**src/design/crcpb_pkg.sv**
```systemverilog
// Shared types, constants and CRC-8 step function for the framed packet builder.
package crcpb_pkg;

	localparam int CFG_INDEX_W = 1;
	localparam int CFG_DATA_W  = 8;

	localparam logic [CFG_INDEX_W-1:0] REG_START_MARKER   = 1'b0;
	localparam logic [CFG_INDEX_W-1:0] REG_CRC_POLYNOMIAL = 1'b1;

	localparam logic [7:0] START_MARKER_RESET = 8'h16;
	localparam logic [7:0] CRC_POLY_RESET     = 8'h07;

	typedef struct packed {
		logic       first_of_packet;
		logic [7:0] msg_type;
		logic [7:0] payload_length;
		logic [7:0] payload_byte;
	} in_item_t;

	typedef struct packed {
		logic [7:0] out_byte;
		logic       end_of_packet;
	} out_item_t;

	// one classified item handed from front to back
	typedef struct packed {
		logic       open_pkt;   // emit header before the payload byte
		logic       last;       // CRC closes the packet after this command
		logic [7:0] msg_type;
		logic [7:0] payload_length;
		logic [7:0] payload_byte;
	} cmd_t;

	typedef enum logic [2:0] {
		PH_START,
		PH_TYPE,
		PH_LEN,
		PH_PAY,
		PH_CRC
	} phase_t;

	// MSB-first CRC-8 over one byte, x^8 implied
	function automatic logic [7:0] crc8_update(
		input logic [7:0] crc,
		input logic [7:0] data,
		input logic [7:0] poly
	);
		logic [7:0] c;
		c = crc ^ data;
		for (int i = 0; i < 8; i++) begin
			if (c[7]) begin
				c = {c[6:0], 1'b0} ^ poly;
			end else begin
				c = {c[6:0], 1'b0};
			end
		end
		return c;
	endfunction

endpackage

```
**src/design/crcpb_front.sv**
```systemverilog
// Front end: accepts input items, drops strays, tracks packet state, queues commands.
module crcpb_front (
	input  logic              clk,
	input  logic              arst_n,
	input  logic              src_valid,
	output logic              src_stall,
	input  crcpb_pkg::in_item_t src_item,
	input  logic              q_full,
	output logic              push,
	output crcpb_pkg::cmd_t   push_cmd
);
	import crcpb_pkg::*;

	logic       packet_open_q;
	logic [7:0] bytes_remaining_q;
	logic       accept;
	logic       keep;
	logic       last;
	logic [7:0] rem_d;

	assign src_stall = q_full;
	assign accept    = src_valid && !q_full;
	assign keep      = src_item.first_of_packet || packet_open_q;

	always_comb begin
		if (src_item.first_of_packet) begin
			rem_d = src_item.payload_length - 8'd1;
			last  = (src_item.payload_length == 8'd0) || (src_item.payload_length == 8'd1);
		end else begin
			rem_d = bytes_remaining_q - 8'd1;
			last  = (bytes_remaining_q == 8'd1);
		end
	end

	assign push                    = accept && keep;
	assign push_cmd.open_pkt       = src_item.first_of_packet;
	assign push_cmd.last           = last;
	assign push_cmd.msg_type       = src_item.msg_type;
	assign push_cmd.payload_length = src_item.payload_length;
	assign push_cmd.payload_byte   = src_item.payload_byte;

	always_ff @(posedge clk or negedge arst_n) begin
		if (!arst_n) begin
			packet_open_q     <= 1'b0;
			bytes_remaining_q <= 8'd0;
		end else if (push) begin
			packet_open_q     <= !last;
			bytes_remaining_q <= rem_d;
		end
	end

endmodule

```
**src/design/crcpb_fifo.sv**
```systemverilog
// Small command queue between front and back.
module crcpb_fifo #(
	parameter int DEPTH = 4
) (
	input  logic            clk,
	input  logic            arst_n,
	input  logic            push,
	input  crcpb_pkg::cmd_t push_cmd,
	output logic            full,
	input  logic            pop,
	output logic            head_valid,
	output crcpb_pkg::cmd_t head
);
	import crcpb_pkg::*;

	localparam int AW = (DEPTH > 1) ? $clog2(DEPTH) : 1;
	localparam int CW = $clog2(DEPTH + 1);
	localparam logic [AW-1:0] LAST_PTR = AW'(DEPTH - 1);
	localparam logic [CW-1:0] DEPTH_C  = CW'(DEPTH);

	cmd_t          entry_q [DEPTH];
	logic [AW-1:0] wr_ptr_q;
	logic [AW-1:0] rd_ptr_q;
	logic [CW-1:0] count_q;

	assign full       = (count_q == DEPTH_C);
	assign head_valid = (count_q != '0);
	assign head       = entry_q[rd_ptr_q];

	always_ff @(posedge clk) begin
		if (push) begin
			entry_q[wr_ptr_q] <= push_cmd;
		end
	end

	always_ff @(posedge clk or negedge arst_n) begin
		if (!arst_n) begin
			wr_ptr_q <= '0;
			rd_ptr_q <= '0;
			count_q  <= '0;
		end else begin
			if (push) begin
				wr_ptr_q <= (wr_ptr_q == LAST_PTR) ? '0 : wr_ptr_q + 1'b1;
			end
			if (pop) begin
				rd_ptr_q <= (rd_ptr_q == LAST_PTR) ? '0 : rd_ptr_q + 1'b1;
			end
			if (push && !pop) begin
				count_q <= count_q + 1'b1;
			end else if (pop && !push) begin
				count_q <= count_q - 1'b1;
			end
		end
	end

endmodule

```
**src/design/crcpb_back.sv**
```systemverilog
// Back end: walks each command through its bytes, runs the CRC, drives the output register.
module crcpb_back (
	input  logic                 clk,
	input  logic                 arst_n,
	input  logic                 head_valid,
	input  crcpb_pkg::cmd_t      head,
	output logic                 pop,
	input  logic [7:0]           start_marker,
	input  logic [7:0]           crc_polynomial,
	output logic                 dst_valid,
	input  logic                 dst_stall,
	output crcpb_pkg::out_item_t dst_item
);
	import crcpb_pkg::*;

	phase_t     phase_q, phase_d, cur;
	logic [7:0] crc_q, crc_d;
	logic       step;
	logic       done;
	out_item_t  item_d;
	out_item_t  out_q;
	logic       out_valid_q;

	assign step = head_valid && (!out_valid_q || !dst_stall);
	assign pop  = step && done;

	always_comb begin
		// a follow-on command starts straight at its payload byte
		cur     = (phase_q == PH_START && !head.open_pkt) ? PH_PAY : phase_q;
		phase_d = phase_q;
		crc_d   = crc_q;
		done    = 1'b0;
		item_d.end_of_packet = 1'b0;
		item_d.out_byte      = head.payload_byte;
		unique case (cur)
			PH_START: begin
				item_d.out_byte = start_marker;
				phase_d = PH_TYPE;
			end
			PH_TYPE: begin
				item_d.out_byte = head.msg_type;
				crc_d   = crc8_update(8'h00, head.msg_type, crc_polynomial);
				phase_d = PH_LEN;
			end
			PH_LEN: begin
				item_d.out_byte = head.payload_length;
				crc_d   = crc8_update(crc_q, head.payload_length, crc_polynomial);
				phase_d = (head.payload_length == 8'd0) ? PH_CRC : PH_PAY;
			end
			PH_PAY: begin
				item_d.out_byte = head.payload_byte;
				crc_d = crc8_update(crc_q, head.payload_byte, crc_polynomial);
				if (head.last) begin
					phase_d = PH_CRC;
				end else begin
					phase_d = PH_START;
					done    = 1'b1;
				end
			end
			PH_CRC: begin
				item_d.out_byte      = crc_q;
				item_d.end_of_packet = 1'b1;
				phase_d = PH_START;
				done    = 1'b1;
			end
			default: begin
				phase_d = PH_START;
			end
		endcase
	end

	always_ff @(posedge clk or negedge arst_n) begin
		if (!arst_n) begin
			phase_q     <= PH_START;
			crc_q       <= 8'd0;
			out_valid_q <= 1'b0;
		end else begin
			if (step) begin
				phase_q <= phase_d;
				crc_q   <= crc_d;
			end
			out_valid_q <= step || (out_valid_q && dst_stall);
		end
	end

	always_ff @(posedge clk) begin
		if (step) begin
			out_q <= item_d;
		end
	end

	assign dst_valid = out_valid_q;
	assign dst_item  = out_q;

endmodule

```
**src/design/crc8_packet_frame_builder.sv**
```systemverilog
// Top level of the CRC-8 framed packet builder: config registers, front, queue, back.
//
// Usage:
//  - Input channel (src_valid / src_stall / src_item): one transaction per item. An item with
//    first_of_packet set opens a packet (type, length, and the first payload byte if the
//    length is nonzero); each later item carries one payload byte. Items without
//    first_of_packet while no packet is open are dropped. A new opener abandons an open
//    packet without its CRC.
//  - Output channel (dst_valid / dst_stall / dst_item): one framed byte per transaction:
//    start marker, type, length, payload, then the CRC-8 byte with end_of_packet set.
//  - Config port (cfg_we / cfg_index / cfg_data): index 0 start marker, index 1 CRC
//    polynomial. Write only while the block is idle.
//  - Path: an item is written into the command queue, then its first byte into the output register.
//  - Throughput: the back end emits one byte per cycle unless stalled or out of commands;
//    its sequencer puts marker, type and length before an opener's payload, the CRC after a
//    closing item. Input is taken every cycle until the QUEUE_DEPTH-entry command queue fills.
//  - Reset: start marker 0x16, polynomial 0x07, no packet open, queue and output empty.
//  - Stall: dst_stall holds the output register; the back end stops, the queue fills,
//    then src_stall rises. Nothing is lost or repeated.
module crc8_packet_frame_builder #(
	parameter int QUEUE_DEPTH = 4
) (
	input  logic                                  clk,
	input  logic                                  arst_n,
	input  logic                                  src_valid,
	output logic                                  src_stall,
	input  crcpb_pkg::in_item_t                   src_item,
	output logic                                  dst_valid,
	input  logic                                  dst_stall,
	output crcpb_pkg::out_item_t                  dst_item,
	input  logic                                  cfg_we,
	input  logic [crcpb_pkg::CFG_INDEX_W-1:0]     cfg_index,
	input  logic [crcpb_pkg::CFG_DATA_W-1:0]      cfg_data
);
	import crcpb_pkg::*;

	logic [7:0] start_marker_val_q;
	logic [7:0] crc_poly_q;

	logic       push;
	cmd_t       push_cmd;
	logic       q_full;
	logic       pop;
	logic       head_valid;
	cmd_t       head;

	// config registers; the user must hold them stable while traffic runs, the block does not enforce this
	always_ff @(posedge clk or negedge arst_n) begin
		if (!arst_n) begin
			start_marker_val_q <= START_MARKER_RESET;
			crc_poly_q         <= CRC_POLY_RESET;
		end else begin
			if (cfg_we) begin
				unique case (cfg_index)
					REG_START_MARKER:   start_marker_val_q <= cfg_data;
					REG_CRC_POLYNOMIAL: crc_poly_q         <= cfg_data;
					default: ;
				endcase
			end
		end
	end

	crcpb_front u_front (
		.clk       (clk),
		.arst_n    (arst_n),
		.src_valid (src_valid),
		.src_stall (src_stall),
		.src_item  (src_item),
		.q_full    (q_full),
		.push      (push),
		.push_cmd  (push_cmd)
	);

	crcpb_fifo #(
		.DEPTH (QUEUE_DEPTH)
	) u_fifo (
		.clk        (clk),
		.arst_n     (arst_n),
		.push       (push),
		.push_cmd   (push_cmd),
		.full       (q_full),
		.pop        (pop),
		.head_valid (head_valid),
		.head       (head)
	);

	crcpb_back u_back (
		.clk            (clk),
		.arst_n         (arst_n),
		.head_valid     (head_valid),
		.head           (head),
		.pop            (pop),
		.start_marker   (start_marker_val_q),
		.crc_polynomial (crc_poly_q),
		.dst_valid      (dst_valid),
		.dst_stall      (dst_stall),
		.dst_item       (dst_item)
	);

endmodule
```
**config.mk**
```make
export PLATFORM = sky130hd
export DESIGN_NAME = crc8_packet_frame_builder
export DESIGN_NICKNAME = d
export VERILOG_FILES = /design/src/design/crcpb_pkg.sv /design/src/design/crcpb_front.sv /design/src/design/crcpb_fifo.sv /design/src/design/crcpb_back.sv /design/src/design/crc8_packet_frame_builder.sv
export SDC_FILE = /design/constraint.sdc
export NUM_CORES = 1
export LEC_CHECK = 0
export ABC_CLOCK_PERIOD_IN_PS = 5200
export BUFFER_PORTS_ARGS = -buffer_cell sky130_fd_sc_hd__buf_2
export CORE_UTILIZATION = 62
export CTS_CLUSTER_SIZE = 8
export DETAILED_ROUTE_END_ITERATION = 10
export PLACE_DENSITY = 0.89
export SLEW_MARGIN = 20
export SYNTH_ARGS = -nofsm -noshare
export SYNTH_HDL_FRONTEND = slang
export SYNTH_HIERARCHICAL = 1
export SYNTH_SLANG_ARGS = --single-unit
```
**constraint.sdc**
```tcl
create_clock -name clk -period 5.2 [get_ports clk]
set_input_delay 0.26 -clock clk [delete_from_list [all_inputs] [get_ports clk]]
set_output_delay 0.26 -clock clk [all_outputs]
set_load 0.02 [all_outputs]
```
Yosys cells after proc, flatten, opt, wreduce, memory -nomap -nowiden
Memory sizes are Yosys's and may differ from the RTL's.
Cells that the tools add are included.
{"block": "word_totals", "ff_bits": 53, "ram_bits": 104, "inputBits": 39, "out_inout_bits": 11, "wordCells": 146, "n_memories": 1}
{"block": "classes", "n_addsub": 6, "n_eq_ne": 9, "muxes": 62, "n_bitwise": 27, "n_reduce_logical": 29}
{"memory": "u_fifo.entry_q", "words": 4, "width": 26, "rd": 1, "rd_clocked_by_memory_dff": 0, "wr": 1, "line_no": "crcpb_fifo.sv:21", "rtl": "cmd_t entry_q [DEPTH];"}
{"cell": "$mux W8", "count": 46}
{"cell": "$xor A8 B8 Y8", "count": 26}
{"cell": "$pmux W8 S4", "count": 1}
{"cell": "$pmux W8 S3", "count": 1}
{"cell": "$eq A8 B1 Y1 const B", "count": 2}
{"cell": "$logic_not A8 Y1", "count": 2}
{"cell": "$sub A8 B1 Y8 const B", "count": 2}
{"cell": "$mux W3", "count": 5}
{"cell": "$pmux W3 S4", "count": 1}
{"cell": "$logic_and A1 B1 Y1", "count": 8}
{"cell": "$logic_not A1 Y1", "count": 7}
{"cell": "$eq A3 B2 Y1 const B", "count": 2}
{"cell": "$eq A3 B3 Y1 const B", "count": 2}
{"cell": "$logic_not A3 Y1", "count": 2}
{"cell": "$reduce_and A2 Y1", "count": 3}
{"cell": "$reduce_bool A3 Y1", "count": 2}
{"cell": "$mux W1", "count": 5}
{"cell": "$add A2 B1 Y2 const B", "count": 2}
{"cell": "$eq A2 B2 Y1 const B", "count": 2}
{"cell": "$logic_or A1 B1 Y1", "count": 4}
{"cell": "$mux W2", "count": 2}
{"cell": "$add A3 B1 Y3 const B", "count": 1}
{"cell": "$eq A3 B1 Y1 const B", "count": 1}
{"cell": "$sub A3 B1 Y3 const B", "count": 1}
{"cell": "3 further kinds", "count": 3}

Logic depth before layout (Yosys ltp)
An unclocked memory read counts as a cell.
{"block": "logic_depth", "ltp_word": 27, "mapped_depth": 19, "depth_no_buf": 14}

Modules after synthesis
The synthesis kept the hierarchy.
{"mod": "crcpb_back", "n_inst": 1, "cells_per_inst": 880, "area_each_um2": 6470.0, "seq_area_each_um2": 570.5}
{"mod": "crcpb_fifo", "n_inst": 1, "cells_per_inst": 173, "area_each_um2": 4217.8, "seq_area_each_um2": 3298.2}
{"mod": "crcpb_front", "n_inst": 1, "cells_per_inst": 112, "area_each_um2": 910.9, "seq_area_each_um2": 225.2}
{"mod": "crc8_packet_frame_builder", "n_inst": 1, "cells_per_inst": 35, "area_each_um2": 649.4, "seq_area_each_um2": 407.9}

Least setup slack after synthesis
No wires, ideal clock.
{"block": "synth_path", "kind": "register -> register", "from": "register u_fifo.rd_ptr_q[0]", "to": "register u_back.crc_q[5]", "t_arrival_ns": 4.543, "t_required_ns": 5.058, "path_slack_ns": 0.515, "stages_incl_launch_ff": 19, "n_path_buf": 4, "period_less_slack_ns": 4.685, "cell_sequence": "dfrtp_1 > buf_6 > buf_12 > mux4_2 > buf_6 > mux2_2 > a221oi_4 > xnor2_1 > clkbuf_1 > nor4_2 > or4_4 > a211o_1 > and4_1 > or4_1 > nand2_2 > nand2_1 > xor2_1 > a2bb2oi_1 > a31oi_1"}
{"element": "start: declaration", "line_no": "crcpb_fifo.sv:23", "rtl": "logic [AW-1:0] rd_ptr_q;"}
{"element": "start signal: assignment", "line_no": "crcpb_fifo.sv:46", "rtl": "rd_ptr_q <= (rd_ptr_q == LAST_PTR) ? '0 : rd_ptr_q + 1'b1;"}
{"element": "end signal: assignment", "line_no": "crcpb_back.sv:80", "rtl": "crc_q <= crc_d;"}
{"element": "end: declaration", "line_no": "crcpb_back.sv:17", "rtl": "logic [7:0] crc_q, crc_d;"}

==> reports/metrics.yaml <==
timing:
  setup_viol: 1
  hold_violations: 0
  rsz0062_at_grt: "true"
  fin_crit_sh_pct: 100
  drv_slew: 0
  fin_crit_ns: 5.22
  skew_ns: 0.0118
  slew_headroom_pct: 42.5
  fmax_mhz: 192
  tightest_slew_ns: 0.856
  worst_slack_ns: -0.0168
  timing.setup.tns_ns: -0.0168
cells_and_area:
  syn_to_final_growth_pct: 11.0
  final_layout_size_suffix_gt1_share_pct: 22.5
  nNetsFinal: 1287
  n_antenna_cell: 0
  stdcell_count: 1515
  n_fill_cell: 1262
run_status:
  failed_checks: "setup timing"
  outcome: "finished, violations left"
hold_path:
  hold_class: "input pin to flop"
  hold_end: "u_fifo/entry_q[0][21]$_DFFE_PP_"
  hold_depth: 1
  hp-start: "src_item[21]"
global_routing:
  grt_pass1_wl_mm: 58.2
  gr-total-overflow: 0
  antenna_found_initial: 0
  grt_pass1_vias: 10100
  gr-usage-all-layers_pct: 38.7
  grt_max_degree: 45
critical_path:
  rr_worst_depth: 16
  r2r-start: "u_fifo/rd_ptr_q[0]$_DFFE_PN0P_"
  worstSetupPathType: "flop to flop"
  cp-start-kind: "flop"
  end_kind: "flop"
  cp.required_ns: 5.45
  path_max_fanout: 21
  timing.rr.end: "u_back/crc_q[2]$_DFFE_PN0P_"
  crit_start: "u_fifo/rd_ptr_q[0]$_DFFE_PN0P_"
  arrival_ns: 5.46
  r2r_slack_ns: -0.02
logic_synthesis:
  synthXorXnorAreaFrac_pct: 14.4
  yosys.area_share.simple_pct: 15.7
  synth-async-reset-ratio_pct: 28.0
  syn-num-nets: 1250
  yosysWarnings: 6
  synthCells: 1200
  synth_edf_count: 113
  muxShareOfSynthArea_pct: 8.73
  synth_seq_area_share_pct: 36.8
  synth_compound_area_share_pct: 17.2
  ys.flop_type: "edfxtp_1"
  synth_seq_cells: 157
  synth_fa_ha_area_share_pct: 1.19
  synth_area_mm2: 0.0122
  synth_top_family_by_area: "compound AO/OA/AOI/OAI gates"
  synth_cell_type_count: 104
  syn_avg_cell_area_um2: 10.2
floorplan:
  fp.dieW_um: 143
  dieArea_mm2: 0.0203
  row_count: 51
  start_util_pct: 63.1
  die_h_um: 143
  ios: 50
  core-area_mm2: 0.0194
place:
  dp_hpwl_mm: 24.8
  place.gp.congestion: 0.989
  dp_cells: 1466
  port_buffers: 49
clock_tree:
  htreeDepth: 4
  cts_sinks: 157
  cts_root_buffer: "clkbuf_16"
  insertion_delay_ns: 0.43
  cts.path.max_buffers: 2
  cts_inserted_buffers: 17
  cts_tree: "yes"
  cts.clk_slew.worst_paths_ns: 0.07
routing:
  met2_length_mm: 17.9
  vias_per_cell: 7.24
  drc_errors: 0
  firstDrtPassIters: 7
  first_iter_violations: 1856
  wl_per_cell_um: 25.7
  routed_wl_mm: 39.0
  routed.top_layer: "met4"
  vias: 11000
  wl_met1_mm: 13.2
  wl_met3_mm: 4.88
  postRouteAntennaNets: 0
flow_run:
  maxCapViolCount: 0
[cell usage after synthesis, types with 19 or more instances]
cell type | number | area, um2
o21ai_0 | 47 | 235
buf_4 | 32 | 240
clkbuf_1 | 45 | 169
nand2_1 | 138 | 518
nor2_1 | 71 | 267
edfxtp_1 | 113 | 3390
nor3_1 | 32 | 160
nand3_1 | 23 | 115
a211oi_1 | 23 | 173
xor2_1 | 25 | 219
dfrtp_1 | 38 | 951
mux2_2 | 19 | 214
a21oi_1 | 47 | 235
xnor2_1 | 108 | 946
inv_1 | 23 | 86.3
[metrics by stage]
step / hold slack, ns / instance area [um2] / utilization [%] / setup slack, ns
final: 0.0365 / 13600 / 70.1 / -0.0168
after global placement: 0.377 / 12700 / 65.3 / 0.141
after CTS: 0.0361 / 13300 / 68.5 / 0.00774
after floorplan: -0.0356 / 12200 / - / 0.515
after detailed placement: 0.400 / 12700 / 65.3 / 0.0333
after global routing: 0.0306 / 13600 / 70.1 / -0.122
[cells by family (layout without fill, tap and decap cells)]
family / count (synthesis) / after routing
multiplexers: 65 / 65
XOR/XNOR: 161 / 162
adder cells (fa/ha/maj): 11 / 11
buffers and inverters: 132 / 181
flip-flops: 157 / 157
AND/OR/NAND/NOR: 383 / 383
AO/OA/AOI/OAI: 291 / 291
[worst max-delay path, cell delays in order (launching register included)]
cell and delay (ns):
dfrtp_1 0.40, buf_12 0.22, mux4_2 0.66, xnor2_4 0.24
xnor2_4 0.36, nor3_1 0.09, a221o_1 0.28, or3_1 0.50
nand2_2 0.17, xnor3_1 0.43, o41ai_2 0.33, nor3b_4 0.12
buf_4 0.17, xnor2_2 0.39, nand3_1 0.21, a32oi_1 0.29
a31oi_1 0.14
[cell usage in the layout (no fill, tap or decap), types with 12 or more instances in the layout]
master,Yosys,final
dfrtp_1,38,36
nor2_1,71,70
and2_1,17,17
buf_4,32,72
xnor3_1,14,13
a21oi_1,47,46
edfxtp_1,113,113
mux2i_1,12,12
xor2_1,25,24
buf_2,15,49
mux2_2,19,19
nand2_1,138,138
mux4_2,18,20
nor2b_1,12,12
a211oi_1,23,23
clkbuf_16,0,17
o21ai_0,47,46
a22oi_1,16,16
nor3_1,32,30
o211ai_1,16,16
inv_1,23,23
xnor2_1,108,101
nand3_1,23,23
[cell type report]
cell class / count / area, um2 / share of cell area [%]
repair buffers: 124 / 836 / 6.15
multi-input cells: 912 / 7210 / 53.1
clock inverters: 15 / 188 / 1.38
clock buffers: 17 / 425 / 3.13
well taps: 265 / 332 / 2.44
flip-flops and latches: 157 / 4500 / 33.1
inverters: 25 / 93.8 / 0.691
[timing repair]
action	4_1_cts	5_1_grt
hold buffers	1	0
endpoints found under the hold margin	38	0
gates resized for setup	1	32
pin swaps	0	5
gates cloned	0	1
setup endpoints to repair	2	8
setup buffers	0	15
[worst max path at each step]
stage,endpoint,cells past startpoint
after floorplan,u_back/crc_q[5]$_DFFE_PN0P_,18
after global placement,u_back/crc_q[3]$_DFFE_PN0P_,16
after detailed placement,u_back/crc_q[3]$_DFFE_PN0P_,15
after CTS,u_back/crc_q[3]$_DFFE_PN0P_,15
after global routing,u_back/crc_q[2]$_DFFE_PN0P_,16
final,u_back/crc_q[2]$_DFFE_PN0P_,16
[state kept, by name, summed over array words and instances, names as in the netlist]
signal / cells
u_fifo/entry_q: 104
u_back/dst_item: 9
crc_poly_q: 8
start_marker_val_q: 8
u_back/crc_q: 8
u_front/bytes_remaining_q: 8
u_back/phase_q: 3
u_fifo/count_q: 3
u_fifo/rd_ptr_q: 2
u_fifo/wr_ptr_q: 2
u_back/dst_valid: 1
u_front/packet_open_q: 1
[per-layer routing]
layer	global-route usage [%]	vias up
met5	0	-
li1	-	4539
met1	46.7	5026
met4	24.3	0
met3	9.72	304
met2	62.1	1095
Power is not shown: default switching activity piles up to over one toggle a cycle in this logic, so the estimate is an artifact.
